$ cat config.mk
export PLATFORM = sky130hd
export DESIGN_NAME = pis_fifo
export DESIGN_NICKNAME = d
export VERILOG_FILES = /design/src/rtl/pis_pkg.sv /design/src/rtl/pis_fifo.sv
export SDC_FILE = /design/constraint.sdc
export NUM_CORES = 1
export LEC_CHECK = 0
export BUFFER_PORTS_ARGS = -buffer_cell sky130_fd_sc_hd__buf_2
export CORE_ASPECT_RATIO = 1.2
export CORE_MARGIN = 2
export CORE_UTILIZATION = 55
export DETAILED_ROUTE_END_ITERATION = 8
export PLACE_DENSITY = 0.88
export SLEW_MARGIN = 20
export SYNTH_ARGS = -nofsm -noshare
export SYNTH_HDL_FRONTEND = slang
export SYNTH_SLANG_ARGS = --single-unit
$ cat constraint.sdc
create_clock -name clock -period 2.75 [get_ports clock]
set_clock_uncertainty 0.15 [all_clocks]
set_input_delay 0.55 -clock clock [delete_from_list [all_inputs] [get_ports clock]]
set_output_delay 0.55 -clock clock [all_outputs]
set_load 0.005 [all_outputs]
$ cat src/rtl/pis_pkg.sv
// Shared constants, types and table functions of the phase-shifting interferometry pixel block.
`timescale 1ns / 1ps
`default_nettype none
package pis_pkg;

   localparam int SAMPLE_BITS_DEF     = 16;
   localparam int PHASE_FRAC_BITS_DEF = 13;
   localparam int NUM_SAMPLES         = 7;
   localparam int STEP_W              = 3;
   localparam int PHASE_W             = 16;
   localparam int AMP_W               = 30;
   localparam int BG_W                = 18;
   localparam int RSP_W               = PHASE_W + AMP_W + BG_W;
   localparam int ANG_FRAC            = 60;
   localparam int CORDIC_ITERS        = 60;
   localparam int SQRT_ITERS          = AMP_W;
   localparam int SQ_CAP_BIT          = 2 * AMP_W;
   localparam int NORM_MSB            = 58;
   localparam int AMP_SCALE           = 1000;
   localparam int SCALE_W             = 10;
   localparam int QUEUE_DEPTH         = 4;
   localparam int QUEUE_AW            = $clog2(QUEUE_DEPTH);

   localparam logic [STEP_W-1:0] STEP_3     = 3'd3;
   localparam logic [STEP_W-1:0] STEP_4     = 3'd4;
   localparam logic [STEP_W-1:0] STEP_5     = 3'd5;
   localparam logic [STEP_W-1:0] STEP_6     = 3'd6;
   localparam logic [STEP_W-1:0] STEP_7     = 3'd7;
   localparam logic [STEP_W-1:0] STEP_RESET = STEP_4;

   localparam logic [AMP_W-1:0] AMP_MAX = '1;
   localparam logic [BG_W-1:0]  BG_MAX  = '1;

   localparam logic signed [63:0] PI_Q60 = 64'sh3243F6A8885A308D;

   typedef enum logic [1:0] {
      OFF_NONE,
      OFF_POS,
      OFF_NEG
   } off_type;

   // Restoring shift-subtract division, used only to build constant tables.
   function automatic logic [63:0] udiv64(input logic [63:0] n, input logic [63:0] d);
      logic [63:0] q;
      logic [64:0] r;
      int          b;
      q = '0;
      r = '0;
      for (b = 63; b >= 0; b--) begin
         r = {r[63:0], n[b]};
         if (r >= {1'b0, d}) begin
            r    = r - {1'b0, d};
            q[b] = 1'b1;
         end
      end
      return q;
   endfunction

   // Arctangent of 2^-idx in Q60 radians, from the alternating series in Q62.
   function automatic logic [63:0] atan_q60(input int idx);
      logic [63:0] p;
      logic [63:0] sum;
      logic [63:0] k;
      int          j;
      if (idx == 0) begin
         return 64'((PI_Q60 + 64'sd2) >>> 2);
      end
      p   = 64'd1 << (62 - idx);
      sum = '0;
      k   = '0;
      for (j = 0; j < 32; j++) begin
         if (p != 64'd0) begin
            if (!k[0]) begin
               sum = sum + udiv64(p, (k << 1) + 64'd1);
            end else begin
               sum = sum - udiv64(p, (k << 1) + 64'd1);
            end
            if (2 * idx >= 64) begin
               p = '0;
            end else begin
               p = p >> (2 * idx);
            end
            k = k + 64'd1;
         end
      end
      return (sum + 64'd2) >> 2;
   endfunction

endpackage
`default_nettype wire

$ cat src/rtl/pis_fifo.sv
// Short register queue between the front end and the arithmetic back end.
`timescale 1ns / 1ps
`default_nettype none
module pis_fifo #(
   parameter int WIDTH = 8
) (
   input  logic             clock,
   input  logic             reset,
   input  logic             push_valid,
   output logic             push_ready,
   input  logic [WIDTH-1:0] push_data,
   output logic             pop_valid,
   input  logic             pop_ready,
   output logic [WIDTH-1:0] pop_data
);
   import pis_pkg::*;

   logic [WIDTH-1:0]    slot_ff [QUEUE_DEPTH];
   logic [QUEUE_AW-1:0] wr_ff;
   logic [QUEUE_AW-1:0] rd_ff;
   logic [QUEUE_AW:0]   cnt_ff;
   logic                push;
   logic                pop;

   assign push_ready = cnt_ff != (QUEUE_AW + 1)'(QUEUE_DEPTH);
   assign pop_valid  = cnt_ff != '0;
   assign pop_data   = slot_ff[rd_ff];
   assign push       = push_valid && push_ready;
   assign pop        = pop_valid && pop_ready;

   always_ff @(posedge clock) begin
      if (push) begin
         slot_ff[wr_ff] <= push_data;
      end
   end

   always_ff @(posedge clock) begin
      if (reset) begin
         wr_ff  <= '0;
         rd_ff  <= '0;
         cnt_ff <= '0;
      end else begin
         if (push) begin
            wr_ff <= wr_ff + QUEUE_AW'(1);
         end
         if (pop) begin
            rd_ff <= rd_ff + QUEUE_AW'(1);
         end
         if (push && !pop) begin
            cnt_ff <= cnt_ff + (QUEUE_AW + 1)'(1);
         end else if (pop && !push) begin
            cnt_ff <= cnt_ff - (QUEUE_AW + 1)'(1);
         end
      end
   end

endmodule
`default_nettype wire

# == Word-level counts from Yosys, hierarchy flattened ==
# Memories as Yosys holds them, arrays and structs flattened. A register that Yosys moved wholly into a read port is not among the register bits.
# Cells that the tools add are included.
# totals
reg_bits,7
ram_bits,32
input_bits,12
wordCells,23
n_memories,1
# classes
addsub,4
n_eq_ne,1
mux,6
reduce_logical,8
# mem_list
name,words,width,read_ports,rd_ports_with_merged_regs,wr,line,rtl
slot_ff,4,8,1,1,1,pis_fifo.sv:18,logic [WIDTH-1:0] slot_ff [QUEUE_DEPTH];
# op_table
op,n
2-to-1 mux 3 bit,2
"adder 2 x 1 -> 2 bit, second input constant",2
logical AND 1 bit,4
2-to-1 mux 2 bit,2
"adder 3 x 1 -> 3 bit, second input constant",1
"inequality test 3 bit, second input constant",1
nonzero test 3 bit,1
"subtractor 3 x 1 -> 3 bit, second input constant",1
zero test 1 bit,2
2-to-1 mux 1 bit,2
nonzero test 2 bit,1

# == Logic depth before layout (Yosys ltp) ==
# depth
depth_word,6
depth_mapped,8
mapped_depth_nobuf,8

# == Worst setup path before layout ==
# Ideal clock, no wire load.
# synth_timing
path_kind,in2reg
startpoint,in push_valid
endpoint,reg cnt_ff[2]
t_arrival_ps,1950
slack_ps,580
cell_stages,7
path_buffers,0
cell_sequence,a21boi_4 > ha_1 > inv_1 > fa_1 > xor2_1 > or3_1 > a21oi_1
# synth_via
elab_chain_len,4
# synth_rtl
item,line,rtl
"start, declared",pis_fifo.sv:9,"input logic push_valid,"
logical AND 1 bit *,pis_fifo.sv:28,assign push = push_valid && push_ready;
zero test 1 bit,pis_fifo.sv:51,end else if (pop && !push) begin
logical AND 1 bit,pis_fifo.sv:51,
nonzero test 2 bit (no line),-,
"end signal, assigned",pis_fifo.sv:50,cnt_ff <= cnt_ff + (QUEUE_AW + 1)'(1);
"end signal, assigned",pis_fifo.sv:52,cnt_ff <= cnt_ff - (QUEUE_AW + 1)'(1);
"end, declared",pis_fifo.sv:21,logic [QUEUE_AW:0] cnt_ff;
# Mark *: on every way between the ends. The rest lies on a longest branch, timed or not.
# A chain may end at the register's enable or synchronous reset.

==> flow_summary.json <==
{
  "finalHoldViolCount": 0,
  "ir_worst_vdd_mv": 0.606,
  "syn_inst": 90,
  "fp.coreArea_mm2": 0.00281,
  "synthFlopType": "edfxtp_1",
  "ys_seq_area_share_pct": 69.7,
  "wirelength_mm": 2.44,
  "place_area_mm2": 0.00177,
  "cp_slowest_cell": "dfxtp_1",
  "setup_viol": 0,
  "gp_congestion": 0.755,
  "async_reset_ff_share_pct": 0,
  "finalCritPeriodShare_pct": 88.0,
  "cts_hold_buf": 0,
  "fp.dieH_um": 63.8,
  "yosysWarnings": 0,
  "crit_chain": "mux4_2, buf_2",
  "nNetsFinal": 133,
  "outcome": "finished, final reports clean",
  "slew_headroom_pct": 64.6,
  "die_area_mm2": 0.00343,
  "crit_type": "reg -> out",
  "ys_seq_elements": 41,
  "rows": 21,
  "final_area_mm2": 0.00182,
  "grt_overflow": 0,
  "drt_iter0_drc": 35,
  "yosysMostFrequentCell": "edfxtp_1",
  "period_minus_slack_ns": 2.42,
  "antenna_found_initial": 0,
  "grt_pass1_wl_mm": 3.99,
  "grt_util_all_layers_pct": 17.5,
  "cts_setup_buffers": 0,
  "port_buffers": 21,
  "pwr_density_cell_mw_per_mm2": 836,
  "diodes": 0,
  "cp-end-kind": "primary output",
  "crit_arrival_ns": 1.72,
  "drc": 0,
  "io_pins": 22,
  "cp-start-kind": "register",
  "syn-num-nets": 108,
  "cts.path.max_buffers": 2,
  "synth.distinct_cells": 23,
  "postSynthAreaPerCell_um2": 18.2,
  "maxCapViolCount": 0,
  "synthTopCellsByArea": "edfxtp_1 (59%), dfxtp_1 (11%), mux4_2 (11%)",
  "grt_pass1_vias": 835,
  "dpl.cell_count": 142,
  "crit_fanout": 8,
  "die_w_um": 53.8,
  "cts_resized": 0,
  "clk_latency_ns": 0.34,
  "grt_max_degree": 13,
  "ant_nets": 0,
  "clkSinkCount": 41,
  "post_drt_wl_per_cell_um": 16.3,
  "fin_cells": 150,
  "clkTransAtPathRegs_ns": 0.11,
  "required_ns": 2.05,
  "leakage_uw": 0.000667,
  "synth_edf_count": 32,
  "vias_per_cell": 5.48,
  "cts_max_level": 2,
  "synth_top_area_cell": "edfxtp_1",
  "first_pass_iters": 4,
  "drive_above_1_share_pct": 35.3,
  "grt_setup_unrepaired": "false",
  "start_util_pct": 58.3,
  "place_hpwl_mm": 1.74,
  "final_util_pct": 64.8,
  "root_buffer": "clkbuf_4",
  "netlist_area_mm2": 0.00164,
  "final-max-slew-violation-count": 0,
  "min_path_type": "in -> reg",
  "cts_made_buffers": 5,
  "syn_to_final_growth_pct": 11.2,
  "ys_top_cells_by_count": "edfxtp_1 (32), dfxtp_1 (9), mux4_2 (8)",
  "critPathMaxStageDelay_ns": 0.67,
  "routed-via-count": 822,
  "tns_ns": 0,
  "cts_tree": "yes",
  "worstMarginPinSlew_ns": 0.530,
  "fmax_ghz": 0.413,
  "yosysTopAreaCellShare_pct": 58.7
}
## cells by family after synthesis
group,synth area share [%]
mux,13.1
flops,69.7
fa+ha+maj,5.04
compound gates,3.06
xor+xnor,2.14
simple gates,5.35
buf+inv,1.60
## cells in the final DEF, fill, tap and decap left out
cell and instances:
o311ai_1 1, fa_1 1, mux2_4 1, mux4_2 8
ha_1 5, clkinv_2 2, nand2_1 1, mux2i_1 2
o21ai_0 1, nand2b_1 2, edfxtp_1 32, nor2_2 1
or3_1 1, clkbuf_1 1, o31ai_2 1, a21boi_4 1
xor2_1 4, nor2_1 7, or3_2 1, buf_2 21
inv_1 3, clkbuf_4 5, and2_1 4, dfxtp_1 9
a21oi_1 1
## metal layers
metal	GRT usage, %	share of wire [%]	vias to the layer above
li1	-	-	391
met1	21.9	39	391
met2	27.4	52	33
met3	5.61	6.6	7
met4	7.69	2.2	0
met5	0	0	-
## path summary, 6_finish.rpt
path	start	endpoint	slack [ns]	cells past startpoint
worst max-delay path	register	pop_data[1]	0.33	2
worst min-delay path	push_data[7]	slot_ff[0][7]	0.27	1
worst min register to register	wr_ff[1]	wr_ff[1]	0.37	2
worst max register to register	cnt_ff[0]	cnt_ff[2]	0.41	8
## worst max-delay path, delay by kind of cell, from the launching register on
kind                   cells  cell delay [ns]
multiplexers               1             0.57
flip-flops                 1             0.67
buffers and inverters      1             0.14
## area by class of cell
type / count / area [um2]
multi-input combinational: 43 / 470
fill: 195 / 990
clock buffer: 6 / 41.3
timing repair buffer: 21 / 105
sequential: 41 / 1140
tap: 34 / 42.5
inverter: 3 / 11.3
clock inverter: 2 / 10.0
## per-stage QoR
step           total power [uW]  setup WS, ns  hold WS [ns]
5_1_grt                    1620         0.180         0.261
2_1_floorplan              1130         0.580         0.332
3_3_place_gp               1240         0.463         0.341
3_5_place_dp               1270         0.368         0.356
4_1_cts                    1540         0.264         0.259
6_report                   1520         0.330         0.268
## power by group
part,internal (uW),leakage (uW),switching (uW)
registers,761,0.000367,93.8
logic,224,0.000268,169
clock network,97.4,0.0000320,177
total,1080,0.000667,441
## flip-flops by register name, indices dropped and copies added, names as in the netlist, named ones only
name     count
cnt_ff       3
rd_ff        2
slot_ff     32
wr_ff        2
Power figures use the tool's default switching activity.
