===== src/rtl/pis_pkg.sv =====
// Shared constants, types and table functions of the phase-shifting interferometry pixel block.
`timescale 1ns / 1ps
`default_nettype none
package pis_pkg;

   localparam int SAMPLE_BITS_DEF     = 16;
   localparam int PHASE_FRAC_BITS_DEF = 13;
   localparam int NUM_SAMPLES         = 7;
   localparam int STEP_W              = 3;
   localparam int PHASE_W             = 16;
   localparam int AMP_W               = 30;
   localparam int BG_W                = 18;
   localparam int RSP_W               = PHASE_W + AMP_W + BG_W;
   localparam int ANG_FRAC            = 60;
   localparam int CORDIC_ITERS        = 60;
   localparam int SQRT_ITERS          = AMP_W;
   localparam int SQ_CAP_BIT          = 2 * AMP_W;
   localparam int NORM_MSB            = 58;
   localparam int AMP_SCALE           = 1000;
   localparam int SCALE_W             = 10;
   localparam int QUEUE_DEPTH         = 4;
   localparam int QUEUE_AW            = $clog2(QUEUE_DEPTH);

   localparam logic [STEP_W-1:0] STEP_3     = 3'd3;
   localparam logic [STEP_W-1:0] STEP_4     = 3'd4;
   localparam logic [STEP_W-1:0] STEP_5     = 3'd5;
   localparam logic [STEP_W-1:0] STEP_6     = 3'd6;
   localparam logic [STEP_W-1:0] STEP_7     = 3'd7;
   localparam logic [STEP_W-1:0] STEP_RESET = STEP_4;

   localparam logic [AMP_W-1:0] AMP_MAX = '1;
   localparam logic [BG_W-1:0]  BG_MAX  = '1;

   localparam logic signed [63:0] PI_Q60 = 64'sh3243F6A8885A308D;

   typedef enum logic [1:0] {
      OFF_NONE,
      OFF_POS,
      OFF_NEG
   } off_type;

   // Restoring shift-subtract division, used only to build constant tables.
   function automatic logic [63:0] udiv64(input logic [63:0] n, input logic [63:0] d);
      logic [63:0] q;
      logic [64:0] r;
      int          b;
      q = '0;
      r = '0;
      for (b = 63; b >= 0; b--) begin
         r = {r[63:0], n[b]};
         if (r >= {1'b0, d}) begin
            r    = r - {1'b0, d};
            q[b] = 1'b1;
         end
      end
      return q;
   endfunction

   // Arctangent of 2^-idx in Q60 radians, from the alternating series in Q62.
   function automatic logic [63:0] atan_q60(input int idx);
      logic [63:0] p;
      logic [63:0] sum;
      logic [63:0] k;
      int          j;
      if (idx == 0) begin
         return 64'((PI_Q60 + 64'sd2) >>> 2);
      end
      p   = 64'd1 << (62 - idx);
      sum = '0;
      k   = '0;
      for (j = 0; j < 32; j++) begin
         if (p != 64'd0) begin
            if (!k[0]) begin
               sum = sum + udiv64(p, (k << 1) + 64'd1);
            end else begin
               sum = sum - udiv64(p, (k << 1) + 64'd1);
            end
            if (2 * idx >= 64) begin
               p = '0;
            end else begin
               p = p >> (2 * idx);
            end
            k = k + 64'd1;
         end
      end
      return (sum + 64'd2) >> 2;
   endfunction

endpackage
`default_nettype wire


===== src/rtl/pis_front.sv =====
// Front end: step count register and per-mode numerator, denominator and background.
`timescale 1ns / 1ps
`default_nettype none
module pis_front #(
   parameter int SAMPLE_BITS = pis_pkg::SAMPLE_BITS_DEF
) (
   input  logic                                          clock,
   input  logic                                          reset,
   input  logic                                          csr_valid,
   output logic                                          csr_ready,
   input  logic [pis_pkg::STEP_W-1:0]                    csr_data,
   input  logic [pis_pkg::NUM_SAMPLES*SAMPLE_BITS-1:0]   samples,
   output logic signed [SAMPLE_BITS+3:0]                 num,
   output logic signed [SAMPLE_BITS+3:0]                 den,
   output logic [pis_pkg::BG_W-1:0]                      bg,
   output logic                                          mode7
);
   import pis_pkg::*;

   localparam int NW    = SAMPLE_BITS + 4;
   localparam int BW2   = SAMPLE_BITS + 3;
   localparam int BGV_W = SAMPLE_BITS + 2;
   localparam int T3_W  = SAMPLE_BITS + 2;
   localparam int V3_W  = T3_W + 2;
   localparam int N3    = SAMPLE_BITS + 5;
   localparam int P3_W  = V3_W + N3;
   localparam int BGX   = (BGV_W > BG_W) ? BGV_W : BG_W;
   localparam longint unsigned M3_L = ((64'd1 << N3) + 64'd2) / 3;
   localparam logic [N3-1:0] M3 = N3'(M3_L);

   logic [STEP_W-1:0]     step_ff;
   logic [STEP_W-1:0]     step_in;
   logic signed [NW-1:0]  ss [NUM_SAMPLES];
   logic [BW2-1:0]        bg2;
   logic [BW2:0]          bgr;
   logic                  mode3;
   logic [T3_W-1:0]       t3;
   logic [V3_W-1:0]       v3;
   logic [P3_W-1:0]       p3;
   logic [BGV_W-1:0]      bgv;
   logic [BGX-1:0]        bgx;

   assign csr_ready = 1'b1;
   assign step_in   = csr_valid ? csr_data : step_ff;

   always_ff @(posedge clock) begin
      if (reset) begin
         step_ff <= STEP_RESET;
      end else begin
         step_ff <= step_in;
      end
   end

   always_comb begin
      for (int k = 0; k < NUM_SAMPLES; k++) begin
         ss[k] = signed'(NW'(samples[k*SAMPLE_BITS +: SAMPLE_BITS]));
      end
   end

   always_comb begin
      num   = '0;
      den   = '0;
      bg2   = '0;
      mode3 = 1'b0;
      mode7 = 1'b0;
      unique case (step_ff)
         STEP_7: begin
            num   = NW'(4 * ss[1] - 8 * ss[3] + 4 * ss[5]);
            den   = NW'(-ss[0] + 7 * ss[2] - 7 * ss[4] + ss[6]);
            bg2   = BW2'(ss[0] + ss[1] + ss[2] + ss[4] + ss[5] + ss[6] + 2 * ss[3]);
            mode7 = 1'b1;
         end
         STEP_6: begin
            num = NW'(-3 * ss[1] + 4 * ss[3] - ss[5]);
            den = NW'(ss[0] - 4 * ss[2] + 3 * ss[4]);
            bg2 = BW2'(ss[0] + ss[1] + ss[4] + ss[5] + 2 * (ss[2] + ss[3]));
         end
         STEP_5: begin
            num = NW'(2 * (ss[1] - ss[3]));
            den = NW'(2 * ss[2] - ss[4] - ss[0]);
            bg2 = BW2'(ss[0] + ss[4] + 2 * (ss[1] + ss[2] + ss[3]));
         end
         STEP_4: begin
            num = NW'(ss[1] - ss[3]);
            den = NW'(ss[2] - ss[0]);
            bg2 = BW2'(2 * (ss[0] + ss[1] + ss[2] + ss[3]));
         end
         default: begin
            num   = NW'(ss[2] - ss[1]);
            den   = NW'(ss[0] - ss[1]);
            mode3 = 1'b1;
         end
      endcase
   end

   // Three-step background is (4t + 1) / 3, done as a reciprocal multiply.
   always_comb begin
      t3  = T3_W'(ss[0] + ss[1] + ss[2]);
      v3  = {t3, 2'b01};
      p3  = P3_W'(v3) * P3_W'(M3);
      bgr = {1'b0, bg2} + (BW2 + 1)'(1);
      if (mode3) begin
         bgv = p3[N3 +: BGV_W];
      end else begin
         bgv = BGV_W'(bgr[BW2:1]);
      end
      bgx = BGX'(bgv);
      bg  = (bgx > BGX'(BG_MAX)) ? BG_MAX : bgx[BG_W-1:0];
   end

endmodule
`default_nettype wire


===== config.mk =====
export PLATFORM = sky130hd
export DESIGN_NAME = pis_front
export DESIGN_NICKNAME = d
export VERILOG_FILES = /design/src/rtl/pis_pkg.sv /design/src/rtl/pis_front.sv
export SDC_FILE = /design/constraint.sdc
export NUM_CORES = 2
export LEC_CHECK = 0
export BUFFER_PORTS_ARGS = -buffer_cell sky130_fd_sc_hd__buf_2
export CORE_AREA = 3 3 252 254
export DETAILED_ROUTE_END_ITERATION = 10
export DIE_AREA = 0 0 255 257
export GPL_ROUTABILITY_DRIVEN = 0
export PLACE_DENSITY = 0.67
export SYNTH_ARGS = -nofsm -noshare
export SYNTH_HDL_FRONTEND = slang
export SYNTH_SLANG_ARGS = --single-unit

===== constraint.sdc =====
create_clock -name clock -period 14.4 [get_ports clock]
set_input_delay 2.16 -clock clock [delete_from_list [all_inputs] [get_ports clock]]
set_output_delay 2.16 -clock clock [all_outputs]
set_load 0.01 [all_outputs]

# After elaboration in Yosys (flattened, before gate mapping)
# Index checks and enable logic that the tools add are counted.
[totals]
regBits = 3
input_bits = 118
output_inout_bits = 60
wordCells = 53
[op_classes]
n_addsub = 35
n_mul = 5
n_lt_le_gt_ge = 1
n_eq_ne = 4
mux = 6
reduce_logical = 1
[op_table]
columns = ["op", "n"]
rows = [
  ["$pmux W20 S4", 2],
  ["$add A16 B16 Y17", 5],
  ["$sub A16 B16 Y17", 5],
  ["$pmux W19 S4", 1],
  ["$add A17 B16 Y18", 4],
  ["$add A19 B17 Y19", 3],
  ["$add A20 B19 Y20", 2],
  ["$mul A20 B20 Y39 const B", 1],
  ["$mul A3 B16 Y19 const A", 2],
  ["$mux W18", 2],
  ["$add A19 B19 Y20", 1],
  ["$add A20 B17 Y20", 1],
  ["$add A20 B20 Y20", 1],
  ["$mul A3 B17 Y20 const A", 1],
  ["$neg A16 Y20", 1],
  ["$sub A18 B19 Y20", 1],
  ["$sub A20 B17 Y20", 1],
  ["$sub A20 B20 Y20", 1],
  ["$add A17 B19 Y19", 1],
  ["$add A18 B16 Y19", 1],
  ["$add A19 B1 Y19 const B", 1],
  ["$add A19 B18 Y19", 1],
  ["$add A19 B19 Y19", 1],
  ["$sub A16 B18 Y19", 1],
  ["other kinds (8)", 11],
]

# Depth between registers and ports, before layout
[logic_depth]
word_depth = 11
mapped_depth = 36
ltp_nobuf = 36

# Least setup slack after synthesis
# No wires, ideal clock.
[synth_timing]
kind = "input to output"
start = "input samples[1] (netlist name)"
end = "output bg[17] (netlist name)"
arrival_ns = 10.208
setup_slack_ns = 2.032
cell_stages = 33
path_cell_list = "fa_1 ha_1 inv_1 fa_1 nor2b_1 o21ai_1 a21boi_1 o21ai_1 a211o_1 o21bai_1 a21oi_1 xnor2_1 ha_1 ha_1 inv_1 fa_1 fa_1 inv_1 fa_1 fa_1 fa_1 ha_1 a21o_1 a21oi_1 nor2b_1 a2111o_1 o2111ai_1 a21oi_1 o31ai_1 o21ai_1 a21oi_1 xor2_1 o211ai_2"
[synth_between]
elab_chain_cells = 11
elab_cells_between_ends = 20
cone_classes = "add/sub (15); mul (1); order compare (1); mux (3)"
[synth_lines]
columns = ["element", "line_no", "text"]
rows = [
  ["from (decl)", "pis_front.sv:12", "input logic [pis_pkg::NUM_SAMPLES*SAMPLE_BITS-1:0] samples,"],
  ["$add A16 B16 Y17", "-", ""],
  ["$add A17 B16 Y18", "pis_front.sv:70, pis_front.sv:86, pis_front.sv:98", ""],
  ["$add A18 B16 Y19", "pis_front.sv:70", "bg2 = BW2'(ss[0] + ss[1] + ss[2] + ss[4] + ss[5] + ss[6] + 2 * ss[3]);"],
  ["$add A19 B17 Y19 (2 in a row)", "pis_front.sv:70", ""],
  ["$add A19 B18 Y19", "pis_front.sv:70", ""],
  ["$pmux W19 S4", "pis_front.sv:66", "unique case (step_ff)"],
  ["$add A19 B1 Y19", "pis_front.sv:101", "bgr = {1'b0, bg2} + (BW2 + 1)'(1);"],
  ["$mux W18 (*)", "pis_front.sv:102", "if (mode3) begin"],
  ["$gt A18 B18 Y1", "pis_front.sv:108", "bg = (bgx > BGX'(BG_MAX)) ? BG_MAX : bgx[BG_W-1:0];"],
  ["$mux W18 (*)", "pis_front.sv:108", ""],
  ["to (decl)", "pis_front.sv:15", "output logic [pis_pkg::BG_W-1:0] bg,"],
]
# Mark *: on every way between the ends. The rest lies on a longest branch, timed or not.

# Worst setup path after layout
[layout_timing]
start = "input samples[17] (netlist name)"
end = "output bg[17] (netlist name)"
# The elaborated chain is that of the path after synthesis.

==> flow_summary.json <==
{
  "drive_gt1_share_pct": 6.91,
  "path_class": "in2out",
  "drt_drc_violations_left": 0,
  "synth_cell_types": 97,
  "wl_per_cell_um": 21.7,
  "regMostFlops": "step_ff",
  "fin_skew_ps": 0,
  "setup-violations-final": 0,
  "async_flop_share_pct": 0,
  "endpoint_kind": "output pin",
  "hold_viol_final": 0,
  "fin_crit_ps": 13500,
  "crit_fanout": 9,
  "clk_pin_slew_ps": 30,
  "grt_start_max_net_pins": 41,
  "design_area_mm2": 0.0326,
  "clockBufferDepth": 2,
  "finalSetupTns_ps": 0,
  "ant_nets": 0,
  "cp.required_ps": 12240,
  "cts_resized": 0,
  "vias": 27307,
  "worstSkewPairLatency_ps": 220,
  "ys_ff_latch": 3,
  "pin_count": 178,
  "tritoncts": "built",
  "ys_warn_count": 0,
  "grt_pass1_wl_um": 155000,
  "period_share_pct": 93.8,
  "grt_util_all_layers_pct": 30.8,
  "die_y_um": 257,
  "status": "completed",
  "worst_pin_slew_ps": 1110,
  "grt_remaining_overflow": 0,
  "cts_setup_buffers": 0,
  "fin_ws_ps": 897,
  "syn_area_mm2": 0.0306,
  "reg.largest.list": "step_ff: 3 flops",
  "clockRootBuffer": "clkbuf_16",
  "hold_class": "reg2reg",
  "viasPerCell": 5.86,
  "synth_edf_count": 0,
  "post-dp-hpwl_um": 87200,
  "nets": 4960,
  "area_growth_pct": 6.65,
  "detailed_place.area_mm2": 0.0326,
  "initial_utilization_pct": 49.8,
  "seq_area_frac_synth_pct": 0.196,
  "netlist_instances": 3696,
  "clock.fmax_ghz": 0.0741,
  "firstDrtPassIters": 6,
  "h-tree-depth": 1,
  "fp-row-count": 91,
  "dp_slack_ps": 975,
  "cts_buffers": 3,
  "slew_headroom_pct": 25.7,
  "worst_setup_path_start_kind": "primary input",
  "finish.utilization_pct": 53.1,
  "maxCapViolCount": 0,
  "cpMostUsedCell": "fa_1",
  "synthFlopType": "dfxtp_1",
  "synth_fp_nets": 4790,
  "grt_pass1_vias": 25933,
  "rsz0062_at_grt": "no",
  "core_area_mm2": 0.0615,
  "layout_common_cells": "inv_1 (625), ha_1 (608), fa_1 (368)",
  "cts.sinks": 3,
  "wl_um": 101000,
  "largest_reg_flops": 3,
  "avgSynthCellArea_um2": 8.28,
  "portBuffers": 176,
  "antenna_found_initial": 9,
  "cpMaxStageDelayCell": "fa_1",
  "hold_buffers": 0,
  "drtIter0Drc": 2862,
  "layout_commonest_cell": "inv_1",
  "die_x_um": 255,
  "dieArea_mm2": 0.0655,
  "slew_viol_final": 0,
  "crit_arrival_ps": 11340,
  "critPathMaxStageDelay_ps": 550
}
-- synth_stat cells, types with 47 or more instances --
library cell    n  area, um^2
nor2b_1        47         294
nor3_1         72         360
a21oi_1       257        1290
xor2_1        131        1150
o21bai_1       47         353
fa_1          368        7370
nand2_1       186         698
ha_1          608        7610
xnor2_1       215        1880
o21ai_1        50         250
inv_1         625        2350
a21o_1         80         601
o21ai_0       129         646
nor2_1        228         856
nand3_1        58         290
-- final timing paths --
| path | start | end | slack, ps | cells past startpoint |
|---|---|---|---|---|
| hold reg to reg | step_ff[0] | step_ff[0] | 810 | 2 |
| setup reg to reg | step_ff[2] | step_ff[2] | 12690 | 4 |
| hold / removal | step_ff[0] | step_ff[0] | 810 | 2 |
| setup / recovery | samples[17] | bg[17] | 900 | 36 |
-- per-layer routing --
| metal | part of all wire [%] | wire length, um | GRT usage, % |
|---|---|---|---|
| met1 | 45 | 45500 | 45.7 |
| met2 | 42 | 43000 | 46.9 |
| met3 | 8.4 | 8500 | 2.98 |
| met4 | 4.1 | 4130 | 9.65 |
| met5 | 0.064 | 65 | 0 |
-- final cells by class --
cell class | instances | area (um^2)
Fill cell | 5943 | 28800
Multi-Input combinational cell | 3024 | 28000
Inverter | 629 | 2360
Timing Repair Buffer | 205 | 1100
Tap cell | 790 | 988
Clock buffer | 4 | 78.8
Sequential cell | 3 | 63.8
Antenna cell | 5 | 12.5
-- cell families (layout without fill, tap and decap cells) --
kind of cell             after synthesis  count (layout)  synth area share, %
adder cells (fa/ha/maj)              976             976                 48.9
AO/OA/AOI/OAI                        920             920                 19.9
AND/OR/NAND/NOR                      765             765                 12.0
buffers and inverters                669             838                 8.22
XOR/XNOR                             346             346                 9.90
multiplexers                          16              16                0.822
flip-flops                             3               3                0.196
other                                  1               6               0.0123
-- through the flow --
step	hold slack, ps	std cells
CTS	817	4655
detailed placement	805	4651
global route	891	4658
floorplan	1090	3696
global placement	795	4651
finish	814	4660
-- worst max-delay path: cells and delay by family --
kind	cells	cell delay [ps]
adder cells (fa/ha/maj)	11	4570
AO/OA/AOI/OAI	15	3330
buffers and inverters	6	720
XOR/XNOR	2	320
AND/OR/NAND/NOR	2	210
Power is left out: the tool's default activity adds up to more than one toggle a clock period on the data nets, which glitch-free logic cannot reach.
